--- src/rtl/core/cep_pkg.sv ---
// ----------------------------------------------------------------------------
// cep_pkg
// Shared constants, effect codes and channel operation types for the colour
// effect post-processor.
// ----------------------------------------------------------------------------
package cep_pkg;

    // Sample format: unsigned Q1.15, 32768 is 1.0
    localparam int unsigned VAL_W = 16;
    localparam int unsigned K_W   = 17;    // unsigned Q1.16 factor
    localparam int unsigned OFF_W = 14;
    localparam int unsigned NCH   = 5;     // red, green, blue, brightness, saturation
    localparam int unsigned NSTG  = 6;

    localparam int unsigned CH_R  = 0;
    localparam int unsigned CH_G  = 1;
    localparam int unsigned CH_B  = 2;
    localparam int unsigned CH_BR = 3;
    localparam int unsigned CH_S  = 4;

    localparam logic [VAL_W-1:0] ONE  = 16'd32768;
    localparam logic [VAL_W-1:0] HALF = 16'd16384;

    // Constant factors, unsigned Q1.16
    localparam logic [K_W-1:0] K_ONE  = 17'd65536;
    localparam logic [K_W-1:0] K0_2   = 17'd13107;
    localparam logic [K_W-1:0] K0_4   = 17'd26214;
    localparam logic [K_W-1:0] K0_5   = 17'd32768;
    localparam logic [K_W-1:0] K0_6   = 17'd39322;
    localparam logic [K_W-1:0] K0_7   = 17'd45875;
    localparam logic [K_W-1:0] K0_75  = 17'd49152;
    localparam logic [K_W-1:0] K0_8   = 17'd52429;
    localparam logic [K_W-1:0] K1_1   = 17'd72090;
    localparam logic [K_W-1:0] K1_2   = 17'd78643;
    localparam logic [K_W-1:0] K1_3   = 17'd85197;
    localparam logic [K_W-1:0] K1_4   = 17'd91750;
    localparam logic [K_W-1:0] K1_5   = 17'd98304;
    localparam logic [K_W-1:0] K1_8   = 17'd117965;

    // BT.601 grey weights, summing to 65536
    localparam logic [VAL_W-1:0] W_R = 16'd19595;
    localparam logic [VAL_W-1:0] W_G = 16'd38470;
    localparam logic [VAL_W-1:0] W_B = 16'd7471;

    // Additive offsets
    localparam logic [OFF_W-1:0] OFF_FILM   = 14'd8192;
    localparam logic [OFF_W-1:0] OFF_VIDEO  = 14'd12288;
    localparam logic [OFF_W-1:0] OFF_BRIGHT = 14'd4915;

    // Reciprocal of three: floor(m / 3) = (m * RECIP3) >> RECIP3_SH for m < 2^19
    localparam logic [18:0] RECIP3    = 19'd349526;
    localparam int unsigned RECIP3_SH = 20;

    localparam logic [31:0] GREY_MID = 32'h4000_0000;   // 0.5 in the weighted sum
    localparam logic [17:0] SUM_MID  = 18'd49152;       // 1.5 as r + g + b

    typedef enum logic [4:0] {
        EFF_PASS                = 5'd0,
        EFF_COLOR_MUTED         = 5'd1,
        EFF_VIDEO_GRAINY        = 5'd2,
        EFF_FILM_16MM           = 5'd3,
        EFF_SHITTY_TV           = 5'd4,
        EFF_BLOOM               = 5'd5,
        EFF_SEPIA_INK           = 5'd6,
        EFF_SILVERTONE          = 5'd7,
        EFF_FILM_BW             = 5'd8,
        EFF_VIDEO_BW            = 5'd9,
        EFF_CONTRAST_BW         = 5'd10,
        EFF_PHOTOCOPY           = 5'd11,
        EFF_BLUE_FILTER         = 5'd12,
        EFF_DESAT_BLUE          = 5'd13,
        EFF_VIDEO_SECURITY      = 5'd14,
        EFF_BRIGHT              = 5'd15,
        EFF_POSTERIZE           = 5'd16,
        EFF_CLEAN_TRAILS        = 5'd17,
        EFF_VIDEO_TRAILS        = 5'd18,
        EFF_FLICKER_TRAILS      = 5'd19,
        EFF_DESAT_POSTERIZE     = 5'd20,
        EFF_FILM_CONTRAST       = 5'd21,
        EFF_FILM_CONTRAST_BLUE  = 5'd22,
        EFF_FILM_CONTRAST_GREEN = 5'd23,
        EFF_FILM_CONTRAST_RED   = 5'd24,
        EFF_HORROR_MOVIE        = 5'd25,
        EFF_PHOTO_NEGATIVE      = 5'd26,
        EFF_MIRROR              = 5'd27,
        EFF_PSYCH_BLUE_RED      = 5'd28,
        EFF_SPACE_WOOSH         = 5'd29
    } t_effect;

    // Per-channel work: round(round(x * k) + off, clamp) then round(. * k2, clamp2)
    typedef struct packed {
        logic [VAL_W-1:0] x;
        logic [K_W-1:0]   k;
        logic [OFF_W-1:0] off;
        logic             clamp;
        logic [K_W-1:0]   k2;
        logic             clamp2;
    } t_ch_op;

    typedef t_ch_op [NCH-1:0] t_ops;
    typedef logic [NCH-1:0] [VAL_W-1:0] t_vals;

    // Four-level posterize output for a level code
    function automatic logic [VAL_W-1:0] poster_level(input logic [1:0] lvl);
        logic [VAL_W-1:0] v;
        unique case (lvl)
            2'd0:    v = 16'd0;
            2'd1:    v = 16'd10923;
            2'd2:    v = 16'd21845;
            default: v = 16'd32768;
        endcase
        return v;
    endfunction

endpackage

--- src/rtl/core/cep_scale.sv ---
// ----------------------------------------------------------------------------
// cep_scale
// One channel of the back end: multiply, round and clamp with offset, then a
// second multiply, round and clamp. Four register stages.
// ----------------------------------------------------------------------------
module cep_scale (
    input  logic                       i_clk,
    input  logic [3:0]                 i_en,      // stages 3 to 6, stage 3 in bit 0
    input  cep_pkg::t_ch_op            i_op,
    output logic [cep_pkg::VAL_W-1:0]  o_value
);
    import cep_pkg::*;

    logic [32:0]      r_prod;
    logic [OFF_W-1:0] r_off;
    logic             r_clamp;
    logic [K_W-1:0]   r_k2_3;
    logic             r_clamp2_3;

    logic [16:0]      rnd1;
    logic [17:0]      sum1;
    logic [VAL_W-1:0] n_v;
    logic [VAL_W-1:0] r_v;
    logic [K_W-1:0]   r_k2_4;
    logic             r_clamp2_4;

    logic [32:0]      r_prod2;
    logic             r_clamp2_5;
    logic [16:0]      rnd2;
    logic [VAL_W-1:0] n_out;
    logic [VAL_W-1:0] r_out;

    // Stage 3: first product
    always_ff @(posedge i_clk) begin
        if (i_en[0]) begin
            r_prod     <= 33'(i_op.x) * 33'(i_op.k);
            r_off      <= i_op.off;
            r_clamp    <= i_op.clamp;
            r_k2_3     <= i_op.k2;
            r_clamp2_3 <= i_op.clamp2;
        end
    end

    // Stage 4: round half up, add offset, clamp to 1.0 when clamp is set
    always_comb begin
        rnd1 = 17'((34'(r_prod) + 34'd32768) >> 16);
        sum1 = 18'(rnd1) + 18'(r_off);
        n_v  = (r_clamp && sum1 > 18'(ONE)) ? ONE : sum1[VAL_W-1:0];
    end

    always_ff @(posedge i_clk) begin
        if (i_en[1]) begin
            r_v        <= n_v;
            r_k2_4     <= r_k2_3;
            r_clamp2_4 <= r_clamp2_3;
        end
    end

    // Stage 5: second product
    always_ff @(posedge i_clk) begin
        if (i_en[2]) begin
            r_prod2    <= 33'(r_v) * 33'(r_k2_4);
            r_clamp2_5 <= r_clamp2_4;
        end
    end

    // Stage 6: round and clamp into the output register
    always_comb begin
        rnd2  = 17'((34'(r_prod2) + 34'd32768) >> 16);
        n_out = (r_clamp2_5 && rnd2 > 17'(ONE)) ? ONE : rnd2[VAL_W-1:0];
    end

    always_ff @(posedge i_clk) begin
        if (i_en[3]) begin
            r_out <= n_out;
        end
    end

    assign o_value = r_out;

endmodule
--- config.mk ---
export PLATFORM = sky130hd
export DESIGN_NAME = cep_scale
export DESIGN_NICKNAME = d
export VERILOG_FILES = /design/src/rtl/core/cep_pkg.sv /design/src/rtl/core/cep_scale.sv
export SDC_FILE = /design/constraint.sdc
export NUM_CORES = 1
export LEC_CHECK = 0
export ABC_AREA = 1
export BUFFER_PORTS_ARGS = -buffer_cell sky130_fd_sc_hd__buf_2
export CORE_MARGIN = 1.5
export CORE_UTILIZATION = 40
export CTS_BUF_LIST = sky130_fd_sc_hd__clkbuf_8 sky130_fd_sc_hd__clkbuf_16
export CTS_CLUSTER_SIZE = 40
export DETAILED_ROUTE_END_ITERATION = 6
export GPL_TIMING_DRIVEN = 1
export PLACE_DENSITY = 0.67
export REMOVE_ABC_BUFFERS = 1
export SYNTH_ARGS = -nofsm -noshare
export SYNTH_HDL_FRONTEND = slang
export SYNTH_SLANG_ARGS = --single-unit
--- constraint.sdc ---
create_clock -name i_clk -period 7.6 [get_ports i_clk]
set_clock_uncertainty 0.2 [all_clocks]
set_input_delay 0 -clock i_clk [delete_from_list [all_inputs] [get_ports i_clk]]
set_output_delay 0 -clock i_clk [all_outputs]
set_load 0.03 [all_outputs]
==> results.tsv <==
stage	metric	value	unit
cells_and_area	number of nets in the layout	3655	
logic_synthesis	cell with the most instances after synthesis	sky130_fd_sc_hd__inv_1	
logic_synthesis	Synth top cells by count	sky130_fd_sc_hd__inv_1 (834), sky130_fd_sc_hd__nand2_1 (754), sky130_fd_sc_hd__fa_1 (415), sky130_fd_sc_hd__ha_1 (220), sky130_fd_sc_hd__clkbuf_1 (130)	
floorplanning	vertical die dimension	247	um
worst_setup_path	worst setup path category	flop to flop	
logic_synthesis	number of instances in the synthesized netlist	2941	
logic_synthesis	area fraction of the dominant cell type after synthesis	0.348	
grt	total gr overflow	0	
route	average wire length per cell after detail routing	15.0	um
route	first-iteration detailed-routing DRC count	1088	
floorplanning	floorplan die width	247	um
cells_and_area	ratio of cells with drive above 1 in the final layout	0.0483	
clock_network	clock latency reported for the late side of the worst-skew pair	440	ps
worst_setup_path	Reg2Reg Setup Slack	1070	ps
timing	RSZ-0062 raised after global routing	no	
timing	Max Transition Viols Final	0	
grt	vias in the first global route	18971	
clock_network	clk slew on worst S/H paths	60	ps
worst_setup_path	CP Data Required Time	7570	ps
cells_and_area	final core utilization	0.436	
logic_synthesis	Seq/Total Area, Yosys	0.151	
min_path	worst hold path class	input port to flop	
timing	setup TNS after final layout	0	ps
place	PortBufs	86	
worst_setup_path	biggest fanout along the worst timing path	17	
timing	fmax	153	MHz
grt	global-route wire length before repair	94300	um
clock_network	H-tree lvl count	4	
route	remaining number of nets flagged by the antenna check after routing	0	
route	via total after detailed routing	17940	
logic_synthesis	Synth cell types	49	
cells_and_area	fill cell count	5898	
timing	number of setup violations in the final report	0	
cells_and_area	multi-input combinational cell area	16600	sq um
route	WL final	56100	um
cells_and_area	area overhead of the layout relative to synthesis	7.64	%
logic_synthesis	Mapped Area	23900	sq um
floorplanning	Core ar.	59000	sq um
clock_network	root buffer selected by CTS	sky130_fd_sc_hd__clkbuf_16	
floorplanning	die footprint	61200	sq um
timing	post-layout min period	6530	ps
route	DRC	0	
cells_and_area	Seq. cell area	3600	sq um
logic_synthesis	cell taking the most area after synthesis	sky130_fd_sc_hd__fa_1	
place	Placed Cells incl. Taps	3667	
worst_setup_path	kind of capture point of the worst setup path	flop	
logic_synthesis	average cell area after synthesis	8.12	sq um
grt	largest net degree at the start of global routing	52	
clock_network	TritonCTS buffer count	17	
timing	part of the cycle the worst path needs	0.859	
logic_synthesis	number of synthesized flops with an enable pin	120	
flow_run	max-cap violation count	0	
floorplanning	cell row count	89	
clock_network	clock tree from TritonCTS	built	
floorplanning	starting density of the core	0.405	
status	status	complete, no violations	
clock_network	maximum number of buffers from clock root to sink	2	
route	count of TritonRoute iterations in the first routing pass	5	
logic_synthesis	leading post-synthesis cells by cell area	sky130_fd_sc_hd__fa_1 (35%), sky130_fd_sc_hd__edfxtp_1 (15%), sky130_fd_sc_hd__inv_1 (13%), sky130_fd_sc_hd__nand2_1 (12%), sky130_fd_sc_hd__ha_1 (12%)	
floorplanning	top-level port count	87	
timing	Hold Vio Cnt, Final	0	
clock_network	Clock Sink Count	120	
grt	overall global routing resource usage	0.194	
cells_and_area	final non-filler cell total	3735	
worst_setup_path	arrival time of the worst setup path	6500	ps
logic_synthesis	count of yosys warnings during synthesis	0	
logic_synthesis	prevailing post-synth register cell	sky130_fd_sc_hd__edfxtp_1	
grt	number of antenna violations at the first check in global routing	3	
place	half-perimeter wire length after placement	45600	um
logic_synthesis	Synth Register Bits	120	
place	final weighted congestion in routability-driven placement	0.919	
logic_synthesis	share of synthesized flip-flops with an asynchronous set or reset	0	
timing	worst slew pin tran	819	ps
worst_setup_path	critical path launch point type	flop	
timing	worst slew margin relative to its limit	0.454	
route	mean number of vias per cell	4.80	
placed cells by master (no fill, tap or decap), types with 17 or more instances in the layout:
cell                              n
sky130_fd_sc_hd__nor2_1          93
sky130_fd_sc_hd__nand2_1        754
sky130_fd_sc_hd__ha_1           220
sky130_fd_sc_hd__fa_1           415
sky130_fd_sc_hd__edfxtp_1       120
sky130_fd_sc_hd__o21ai_0         48
sky130_fd_sc_hd__nand4_1         23
sky130_fd_sc_hd__nor3_1          17
sky130_fd_sc_hd__clkbuf_16       17
sky130_fd_sc_hd__inv_1          834
sky130_fd_sc_hd__xor2_1          41
sky130_fd_sc_hd__a21oi_1         94
sky130_fd_sc_hd__dlygate4sd3_1   36
sky130_fd_sc_hd__nand3_1         42
sky130_fd_sc_hd__buf_2           86
sky130_fd_sc_hd__xnor2_1         23
path summary, 6_finish.rpt:
kind,end,cells after the start,startpoint
worst max-delay path,r_prod2[29],17,r_v[7]
worst min-delay path,r_clamp2_3,2,i_en[0]
worst max register to register,r_prod2[29],17,r_v[7]
worst min register to register,r_k2_4[1],0,r_k2_3[1]
flip-flops by register name, indices dropped and copies added (netlist names):
register / count
o_value: 16
r_clamp2_5: 1
r_v: 16
r_k2_4: 17
r_clamp: 1
r_clamp2_3: 1
r_clamp2_4: 1
r_prod: 18
r_k2_3: 17
r_prod2: 18
r_off: 14
repair_timing:
action,4_1_cts,5_1_grt
hold buffers,36,0
setup buffers,0,0
resized for setup,0,0
endpoints found under the hold margin,76,0
layer usage:
layer  vias up  GRT usage  share of wire
met2       505      0.346           0.50
li1       8608          -              -
met5         -          0        0.00048
met4         4     0.0565          0.022
met3        88     0.0294          0.058
met1      8735      0.242           0.42
logic make-up after synthesis:
logic type | Yosys count | share of synthesized area
compound gates | 195 | 0.0480
xor+xnor | 65 | 0.0246
fa+ha+maj | 635 | 0.463
buf+inv | 970 | 0.153
flops | 120 | 0.151
simple gates | 956 | 0.160
metrics by stage:
stage               cell area, sq um  worst slack [ps]  hold slack, ps
floorplan                      23400              1980            -101
CTS                            25700              1070            18.5
detailed placement             24800              1110           -21.6
global placement               24800              1240           -22.2
finish                         25700              1070            4.97
global route                   25700               783            43.4
worst max-delay path: stages, from the launching register on:
cell and delay (ps):
sky130_fd_sc_hd__edfxtp_1 820, sky130_fd_sc_hd__nand2_1 200, sky130_fd_sc_hd__fa_1 590, sky130_fd_sc_hd__inv_1 60, sky130_fd_sc_hd__fa_1 480, sky130_fd_sc_hd__fa_1 610, sky130_fd_sc_hd__fa_1 440, sky130_fd_sc_hd__fa_1 490
sky130_fd_sc_hd__inv_1 50, sky130_fd_sc_hd__fa_1 470, sky130_fd_sc_hd__inv_1 40, sky130_fd_sc_hd__ha_1 370, sky130_fd_sc_hd__nand2_1 150, sky130_fd_sc_hd__nor4_1 390, sky130_fd_sc_hd__nand2_1 90, sky130_fd_sc_hd__o211ai_1 460
sky130_fd_sc_hd__a31oi_1 180, sky130_fd_sc_hd__xor2_1 170
layout make-up:
cell class,count,area share
multi-input combinational,1851,0.647
inverter,836,0.122
tap,773,0.0376
sequential,120,0.140
clock buffer,17,0.0165
clock inverter,14,0.00589
antenna,1,0.0000973
timing repair buffer,123,0.0310
Power is not shown: default switching activity piles up to over one toggle a cycle in this logic, so the estimate is an artifact.
