`src/rtl/core/cep_pkg.sv`:
```
// ----------------------------------------------------------------------------
// cep_pkg
// Shared constants, effect codes and channel operation types for the colour
// effect post-processor.
// ----------------------------------------------------------------------------
package cep_pkg;

    // Sample format: unsigned Q1.15, 32768 is 1.0
    localparam int unsigned VAL_W = 16;
    localparam int unsigned K_W   = 17;    // unsigned Q1.16 factor
    localparam int unsigned OFF_W = 14;
    localparam int unsigned NCH   = 5;     // red, green, blue, brightness, saturation
    localparam int unsigned NSTG  = 6;

    localparam int unsigned CH_R  = 0;
    localparam int unsigned CH_G  = 1;
    localparam int unsigned CH_B  = 2;
    localparam int unsigned CH_BR = 3;
    localparam int unsigned CH_S  = 4;

    localparam logic [VAL_W-1:0] ONE  = 16'd32768;
    localparam logic [VAL_W-1:0] HALF = 16'd16384;

    // Constant factors, unsigned Q1.16
    localparam logic [K_W-1:0] K_ONE  = 17'd65536;
    localparam logic [K_W-1:0] K0_2   = 17'd13107;
    localparam logic [K_W-1:0] K0_4   = 17'd26214;
    localparam logic [K_W-1:0] K0_5   = 17'd32768;
    localparam logic [K_W-1:0] K0_6   = 17'd39322;
    localparam logic [K_W-1:0] K0_7   = 17'd45875;
    localparam logic [K_W-1:0] K0_75  = 17'd49152;
    localparam logic [K_W-1:0] K0_8   = 17'd52429;
    localparam logic [K_W-1:0] K1_1   = 17'd72090;
    localparam logic [K_W-1:0] K1_2   = 17'd78643;
    localparam logic [K_W-1:0] K1_3   = 17'd85197;
    localparam logic [K_W-1:0] K1_4   = 17'd91750;
    localparam logic [K_W-1:0] K1_5   = 17'd98304;
    localparam logic [K_W-1:0] K1_8   = 17'd117965;

    // BT.601 grey weights, summing to 65536
    localparam logic [VAL_W-1:0] W_R = 16'd19595;
    localparam logic [VAL_W-1:0] W_G = 16'd38470;
    localparam logic [VAL_W-1:0] W_B = 16'd7471;

    // Additive offsets
    localparam logic [OFF_W-1:0] OFF_FILM   = 14'd8192;
    localparam logic [OFF_W-1:0] OFF_VIDEO  = 14'd12288;
    localparam logic [OFF_W-1:0] OFF_BRIGHT = 14'd4915;

    // Reciprocal of three: floor(m / 3) = (m * RECIP3) >> RECIP3_SH for m < 2^19
    localparam logic [18:0] RECIP3    = 19'd349526;
    localparam int unsigned RECIP3_SH = 20;

    localparam logic [31:0] GREY_MID = 32'h4000_0000;   // 0.5 in the weighted sum
    localparam logic [17:0] SUM_MID  = 18'd49152;       // 1.5 as r + g + b

    typedef enum logic [4:0] {
        EFF_PASS                = 5'd0,
        EFF_COLOR_MUTED         = 5'd1,
        EFF_VIDEO_GRAINY        = 5'd2,
        EFF_FILM_16MM           = 5'd3,
        EFF_SHITTY_TV           = 5'd4,
        EFF_BLOOM               = 5'd5,
        EFF_SEPIA_INK           = 5'd6,
        EFF_SILVERTONE          = 5'd7,
        EFF_FILM_BW             = 5'd8,
        EFF_VIDEO_BW            = 5'd9,
        EFF_CONTRAST_BW         = 5'd10,
        EFF_PHOTOCOPY           = 5'd11,
        EFF_BLUE_FILTER         = 5'd12,
        EFF_DESAT_BLUE          = 5'd13,
        EFF_VIDEO_SECURITY      = 5'd14,
        EFF_BRIGHT              = 5'd15,
        EFF_POSTERIZE           = 5'd16,
        EFF_CLEAN_TRAILS        = 5'd17,
        EFF_VIDEO_TRAILS        = 5'd18,
        EFF_FLICKER_TRAILS      = 5'd19,
        EFF_DESAT_POSTERIZE     = 5'd20,
        EFF_FILM_CONTRAST       = 5'd21,
        EFF_FILM_CONTRAST_BLUE  = 5'd22,
        EFF_FILM_CONTRAST_GREEN = 5'd23,
        EFF_FILM_CONTRAST_RED   = 5'd24,
        EFF_HORROR_MOVIE        = 5'd25,
        EFF_PHOTO_NEGATIVE      = 5'd26,
        EFF_MIRROR              = 5'd27,
        EFF_PSYCH_BLUE_RED      = 5'd28,
        EFF_SPACE_WOOSH         = 5'd29
    } t_effect;

    // Per-channel work: round(round(x * k) + off, clamp) then round(. * k2, clamp2)
    typedef struct packed {
        logic [VAL_W-1:0] x;
        logic [K_W-1:0]   k;
        logic [OFF_W-1:0] off;
        logic             clamp;
        logic [K_W-1:0]   k2;
        logic             clamp2;
    } t_ch_op;

    typedef t_ch_op [NCH-1:0] t_ops;
    typedef logic [NCH-1:0] [VAL_W-1:0] t_vals;

    // Four-level posterize output for a level code
    function automatic logic [VAL_W-1:0] poster_level(input logic [1:0] lvl);
        logic [VAL_W-1:0] v;
        unique case (lvl)
            2'd0:    v = 16'd0;
            2'd1:    v = 16'd10923;
            2'd2:    v = 16'd21845;
            default: v = 16'd32768;
        endcase
        return v;
    endfunction

endpackage

```
`src/rtl/core/cep_analyse.sv`:
```
// ----------------------------------------------------------------------------
// cep_analyse
// Front two pipeline stages: grey sum and channel sum, then grey value,
// average, posterize and negative, and the per-channel operation selection.
// ----------------------------------------------------------------------------
module cep_analyse (
    input  logic                       i_clk,
    input  logic [1:0]                 i_en,      // stage load enables, stage 1 in bit 0
    input  logic [4:0]                 i_mode,
    input  cep_pkg::t_vals             i_vals,
    output cep_pkg::t_ops              o_ops
);
    import cep_pkg::*;

    // Stage 1 registers
    logic [4:0]   r_mode1;
    t_vals        r_vals1;
    logic [31:0]  r_wsum;
    logic [17:0]  r_sum3;

    // Stage 2 logic
    logic [15:0]  grey;
    logic         thr;
    logic [17:0]  m3;
    logic [36:0]  avg_prod;
    logic [15:0]  avg;
    logic         hi_sum;
    t_vals        post_v;
    t_vals        neg_v;
    t_ops         n_ops;
    t_ops         r_ops;
    logic [17:0]  tri_x;
    logic [2:0]   lvl;

    // Weighted grey sum and plain channel sum
    always_ff @(posedge i_clk) begin
        if (i_en[0]) begin
            r_mode1 <= i_mode;
            r_vals1 <= i_vals;
            r_wsum  <= 32'(i_vals[CH_R]) * 32'(W_R)
                     + 32'(i_vals[CH_G]) * 32'(W_G)
                     + 32'(i_vals[CH_B]) * 32'(W_B);
            r_sum3  <= 18'(i_vals[CH_R]) + 18'(i_vals[CH_G]) + 18'(i_vals[CH_B]);
        end
    end

    // Derived values
    always_comb begin
        grey     = 16'((33'(r_wsum) + 33'd32768) >> 16);
        thr      = r_wsum > GREY_MID;
        m3       = r_sum3 + 18'd1;
        avg_prod = 37'(m3) * 37'(RECIP3);
        avg      = 16'(avg_prod >> RECIP3_SH);
        hi_sum   = r_sum3 > SUM_MID;
        post_v   = r_vals1;
        neg_v    = r_vals1;
        for (int c = 0; c < 3; c++) begin
            tri_x     = 18'(r_vals1[c]) + 18'(r_vals1[c]) + 18'(r_vals1[c]) + 18'(HALF);
            lvl       = tri_x[17:15];
            post_v[c] = poster_level(lvl > 3'd3 ? 2'd3 : lvl[1:0]);
            neg_v[c]  = r_vals1[c] > ONE ? '0 : ONE - r_vals1[c];
        end
    end

    // Pick operand, factor, offset and clamps per channel
    always_comb begin
        for (int c = 0; c < NCH; c++) begin
            n_ops[c] = '{x: r_vals1[c], k: K_ONE, off: '0, clamp: 1'b0,
                         k2: K_ONE, clamp2: 1'b0};
        end
        unique case (t_effect'(r_mode1))
            EFF_COLOR_MUTED: begin
                n_ops[CH_S].k = K0_7;
            end
            EFF_SHITTY_TV: begin
                n_ops[CH_BR].k     = K1_5;
                n_ops[CH_BR].clamp = 1'b1;
                for (int c = 0; c < 3; c++) begin
                    n_ops[c].k     = K1_3;
                    n_ops[c].clamp = 1'b1;
                end
            end
            EFF_BLOOM: begin
                n_ops[CH_BR].k     = K1_2;
                n_ops[CH_BR].clamp = 1'b1;
            end
            EFF_SEPIA_INK: begin
                for (int c = 0; c < 3; c++) n_ops[c].x = grey;
                n_ops[CH_R].k     = K1_2;
                n_ops[CH_R].clamp = 1'b1;
                n_ops[CH_G].clamp = 1'b1;
                n_ops[CH_B].k     = K0_6;
            end
            EFF_SILVERTONE: begin
                for (int c = 0; c < 3; c++) n_ops[c].x = grey;
                n_ops[CH_S].x = '0;
            end
            EFF_FILM_BW: begin
                for (int c = 0; c < 3; c++) begin
                    n_ops[c].x   = grey;
                    n_ops[c].k   = K0_75;
                    n_ops[c].off = OFF_FILM;
                end
                n_ops[CH_S].x = '0;
            end
            EFF_VIDEO_BW, EFF_PHOTOCOPY: begin
                for (int c = 0; c < 3; c++) begin
                    n_ops[c].x   = grey;
                    n_ops[c].k   = K0_5;
                    n_ops[c].off = OFF_VIDEO;
                end
                n_ops[CH_S].x = '0;
            end
            EFF_CONTRAST_BW: begin
                for (int c = 0; c < 3; c++) n_ops[c].x = thr ? ONE : '0;
                n_ops[CH_S].x = '0;
            end
            EFF_BLUE_FILTER: begin
                n_ops[CH_R].k     = K0_2;
                n_ops[CH_G].k     = K0_4;
                n_ops[CH_B].k     = K1_2;
                n_ops[CH_B].clamp = 1'b1;
            end
            EFF_DESAT_BLUE: begin
                n_ops[CH_S].k     = K0_8;
                n_ops[CH_B].k     = K1_1;
                n_ops[CH_B].clamp = 1'b1;
            end
            EFF_VIDEO_SECURITY: begin
                n_ops[CH_R].k     = K0_2;
                n_ops[CH_B].k     = K0_2;
                n_ops[CH_G].k     = K1_3;
                n_ops[CH_G].clamp = 1'b1;
            end
            EFF_BRIGHT: begin
                n_ops[CH_BR].k     = K1_4;
                n_ops[CH_BR].clamp = 1'b1;
                for (int c = 0; c < 3; c++) begin
                    n_ops[c].off   = OFF_BRIGHT;
                    n_ops[c].clamp = 1'b1;
                end
            end
            EFF_POSTERIZE: begin
                for (int c = 0; c < 3; c++) n_ops[c].x = post_v[c];
            end
            EFF_DESAT_POSTERIZE: begin
                for (int c = 0; c < 3; c++) n_ops[c].x = post_v[c];
                n_ops[CH_S].k = K0_6;
            end
            EFF_FLICKER_TRAILS: begin
                n_ops[CH_BR].k = K0_8;
                n_ops[CH_S].k  = K0_7;
            end
            EFF_FILM_CONTRAST, EFF_FILM_CONTRAST_BLUE,
            EFF_FILM_CONTRAST_GREEN, EFF_FILM_CONTRAST_RED: begin
                // split at 0.5, then boost the tinted channel
                for (int c = 0; c < 3; c++) begin
                    n_ops[c].k     = r_vals1[c] < HALF ? K0_7 : K1_3;
                    n_ops[c].clamp = 1'b1;
                end
                if (t_effect'(r_mode1) == EFF_FILM_CONTRAST_BLUE) begin
                    n_ops[CH_B].k2     = K1_1;
                    n_ops[CH_B].clamp2 = 1'b1;
                end
                if (t_effect'(r_mode1) == EFF_FILM_CONTRAST_GREEN) begin
                    n_ops[CH_G].k2     = K1_1;
                    n_ops[CH_G].clamp2 = 1'b1;
                end
                if (t_effect'(r_mode1) == EFF_FILM_CONTRAST_RED) begin
                    n_ops[CH_R].k2     = K1_1;
                    n_ops[CH_R].clamp2 = 1'b1;
                end
            end
            EFF_HORROR_MOVIE: begin
                n_ops[CH_G].k     = K0_2;
                n_ops[CH_B].k     = K0_2;
                n_ops[CH_R].k     = K1_5;
                n_ops[CH_R].clamp = 1'b1;
            end
            EFF_PHOTO_NEGATIVE: begin
                for (int c = 0; c < 3; c++) n_ops[c].x = neg_v[c];
            end
            EFF_MIRROR: begin
                for (int c = 0; c < 3; c++) n_ops[c].x = avg;
                n_ops[CH_R].k     = K1_2;
                n_ops[CH_R].clamp = 1'b1;
                n_ops[CH_G].k     = K1_1;
                n_ops[CH_G].clamp = 1'b1;
                n_ops[CH_B].k     = K0_6;
            end
            EFF_PSYCH_BLUE_RED: begin
                n_ops[CH_R].x = hi_sum ? ONE : '0;
                n_ops[CH_G].x = '0;
                n_ops[CH_B].x = hi_sum ? '0 : ONE;
            end
            EFF_SPACE_WOOSH: begin
                n_ops[CH_BR].x = ONE;
                for (int c = 0; c < 3; c++) begin
                    n_ops[c].k     = K1_8;
                    n_ops[c].clamp = 1'b1;
                end
            end
            default: begin
                // pass-through, trails, grain, 16mm film and unused codes leave the sample alone
            end
        endcase
    end

    // Stage 2 register
    always_ff @(posedge i_clk) begin
        if (i_en[1]) begin
            r_ops <= n_ops;
        end
    end

    assign o_ops = r_ops;

endmodule

```
`config.mk`:
```
export PLATFORM = sky130hd
export DESIGN_NAME = cep_analyse
export DESIGN_NICKNAME = d
export VERILOG_FILES = /design/src/rtl/core/cep_pkg.sv /design/src/rtl/core/cep_analyse.sv
export SDC_FILE = /design/constraint.sdc
export NUM_CORES = 2
export LEC_CHECK = 0
export ABC_AREA = 1
export ABC_CLOCK_PERIOD_IN_PS = 8300
export BUFFER_PORTS_ARGS = -buffer_cell sky130_fd_sc_hd__buf_2
export CAP_MARGIN = 15
export CORE_AREA = 2 2 250 252
export DETAILED_ROUTE_END_ITERATION = 6
export DIE_AREA = 0 0 252 254
export PLACE_DENSITY = 0.83
export SKIP_CTS_REPAIR_TIMING = 1
export SLEW_MARGIN = 20
export SYNTH_ARGS = -nofsm -noshare
export SYNTH_HDL_FRONTEND = slang
export SYNTH_SLANG_ARGS = --single-unit
```
`constraint.sdc`:
```
create_clock -name i_clk -period 8.3 [get_ports i_clk]
set_clock_uncertainty 0.15 [all_clocks]
set_input_delay 0.83 -clock i_clk [delete_from_list [all_inputs] [get_ports i_clk]]
set_output_delay 0.83 -clock i_clk [all_outputs]
set_load 0.02 [all_outputs]
```
==> run summary <==
outcome - completed
vias in the first global route - 29000
max_cap viols - 0
crit share post-route - 91.7%
CP peak stage delay - 540 ps
top cell type's share of synthesized area - 21.5%
post-synthesis register bit count - 262
global router's overall resource usage - 32.3%
fin crit period - 7610 ps
worst-margin pin slew - 1100 ps
Area growth syn-to-layout - 5.93%
total area of sequential cells - 7870 um2
layout cells sized above 1 - 8.62%
Reg clk slew, reported paths - 60 ps
Slowest-stage cell, CP - fa_1
Critical Path AT - 7750 ps
Achievable Freq - 0.131 GHz
synth top area cells - ha_1 (21%), edfxtp_1 (21%), fa_1 (21%), inv_1 (11%), nand2_1 (6.0%)
# nets final - 5613
Syn Area/Cell - 8.83 um2
Vias - 28800
DRC - 0
WP data required - 8450 ps
Synth Cell Area - 37600 um2
first-pass GRT wire length - 158000 um
latest clock arrival within the worst-skew pair - 560 ps
Die Area - 64000 um2
clock sink count - 262
ys flop type - edfxtp_1
crit path launch - i_vals[23]
CTS Buf Count - 26
wirelength, routed - 103000 um
core area - 61300 um2
die height - 254 um
crit start category - input port
yosys warns - 0
leading area contributor after synthesis - ha_1
I/O pin cnt - 418
antenna violations before repair - 7
global route total overflow - 0
final slew viol count - 0
flop2flop setup slack - 1080 ps
chip width - 252 um
first-pass detailed-route iteration total - 5
multi-input gate area in the final layout - 24400 um2
routability congestion estimate - 1.00
Synth Instances - 4252
Final setup viols - 0
buffers added on ports - 304
DR iter-0 viols - 2357
largest net degree at the start of global routing - 85
worst r2r src - r_sum3[0]$_DFFE_PP_
Fill cells - 5101
EDFF count, synth - 262
Post-synth ARST share - 0%
Worst Hold Class - input port to flip-flop
most frequent cells in the layout - inv_1 (1072), ha_1 (645), nand2_1 (596)
max_slew headroom - 26.6%
Clk Tree Root Cell - clkbuf_16
commonest non-fill, non-tap cell in the layout - inv_1
RR Endpoint - o_ops[187]$_DFFE_PP_
RSZ-0062 raised after global routing - no
H-tree levels - 1
Final Hold Viols - 0
Final TNS setup - 0 ps
clock buffer depth - 3
row cnt - 91
worst setup path end - r_wsum[29]$_DFFE_PP_
Post-DRT Antenna Nets - 0
sequential area share after synthesis - 21.0%
CP Capture Type - flip-flop
TritonCTS clock tree - yes
Via density - 5.44
starting density of the core - 61.3%
number of distinct library cells after synthesis - 52
Reg2Reg Depth - 24
final HPWL from detailed placement - 88200 um
Crit Path Max Fanout - 9
drt wl/cell - 19.5 um
crit path kind - input port to flip-flop
-- metrics by stage --
| step | hold WS (ps) | util [%] | area [um2] | worst slack (ps) | instances |
|---|---|---|---|---|---|
| global placement | 334 | 63.5 | 38900 | 348 | 5249 |
| detailed placement | 343 | 63.5 | 38900 | 291 | 5249 |
| finish | 297 | 64.9 | 39800 | 692 | 5294 |
| global route | 283 | 64.9 | 39800 | 440 | 5294 |
| CTS | 280 | 64.9 | 39800 | 884 | 5293 |
| floorplan | 331 | - | 38000 | 1430 | 4363 |
-- kinds of logic after synthesis --
family / share of synthesized area [%]
AOI/OAI and AO/OA: 5.14
xor gates and xnor gates: 2.71
adders and majority gates: 42.4
buffers and inverters: 15.1
DFF: 21.0
other: 0.0200
and+or+nand+nor: 13.6
-- layer usage --
layer,GRT usage (%),wire (um)
met3,4.30,7870
met5,0,38
met2,54.9,49200
met4,12.9,4630
met1,42.1,41600
-- cell usage after synthesis, types with 2 or more instances --
master and n:
a211oi_1 2, a21boi_0 4, a21o_1 17, a21oi_1 174, a31oi_1 8, and3_1 5, buf_2 3, buf_4 207
buf_6 3, clkbuf_1 3, conb_1 2, edfxtp_1 262, fa_1 393, ha_1 645, inv_1 1072, inv_2 6
nand2_1 596, nand2_2 4, nand3_1 167, nand3_2 3, nand3b_1 14, nand4_1 57, nor2_1 263, nor2_2 5
nor2_4 3, nor3_1 41, nor4_1 12, o2111ai_1 2, o211ai_1 8, o21a_1 5, o21ai_0 104, o21bai_1 18
o31ai_1 3, or2_1 2, or2_2 8, xnor2_1 29, xor2_1 87
-- final cells by class --
| type | instances | area share [%] |
|---|---|---|
| flip-flops and latches | 262 | 19.8 |
| inverters | 1079 | 10.2 |
| diodes | 1 | 0.00629 |
| clock inverters | 12 | 0.450 |
| multi-input cells | 2804 | 61.4 |
| clock buffers | 32 | 1.69 |
| repair buffers | 314 | 4.03 |
| well taps | 790 | 2.48 |
-- critical path: cells and delay by family --
kind / cells / cell delay, ps
AOI/OAI and AO/OA: 2 / 350
adders and majority gates: 9 / 4050
xor gates and xnor gates: 1 / 90
and+or+nand+nor: 10 / 1700
buffers and inverters: 6 / 690
-- worst min path at each step --
stage                         from                  endpoint  cells past startpoint
6_report                i_vals[55]       neg_v[55]$_DFFE_PP_                      1
4_1_cts                 i_vals[67]       neg_v[67]$_DFFE_PP_                      1
3_5_place_dp   neg_v[53]$_DFFE_PP_  o_ops[253]$_SDFFCE_PP0P_                      2
3_3_place_gp   neg_v[50]$_DFFE_PP_  o_ops[250]$_SDFFCE_PP0P_                      2
5_1_grt                 i_vals[55]       neg_v[55]$_DFFE_PP_                      1
2_1_floorplan  neg_v[48]$_DFFE_PP_  o_ops[248]$_SDFFCE_PP0P_                      2
-- registers in the layout (all words and copies together) (netlist names) --
| register | count |
|---|---|
| r_sum3 | 18 |
| r_wsum | 32 |
| r_vals1 | 48 |
| o_ops | 127 |
| r_mode1 | 5 |
| neg_v | 32 |
Power is left out: the tool's default activity adds up to more than one toggle a clock period on the data nets, which glitch-free logic cannot reach.
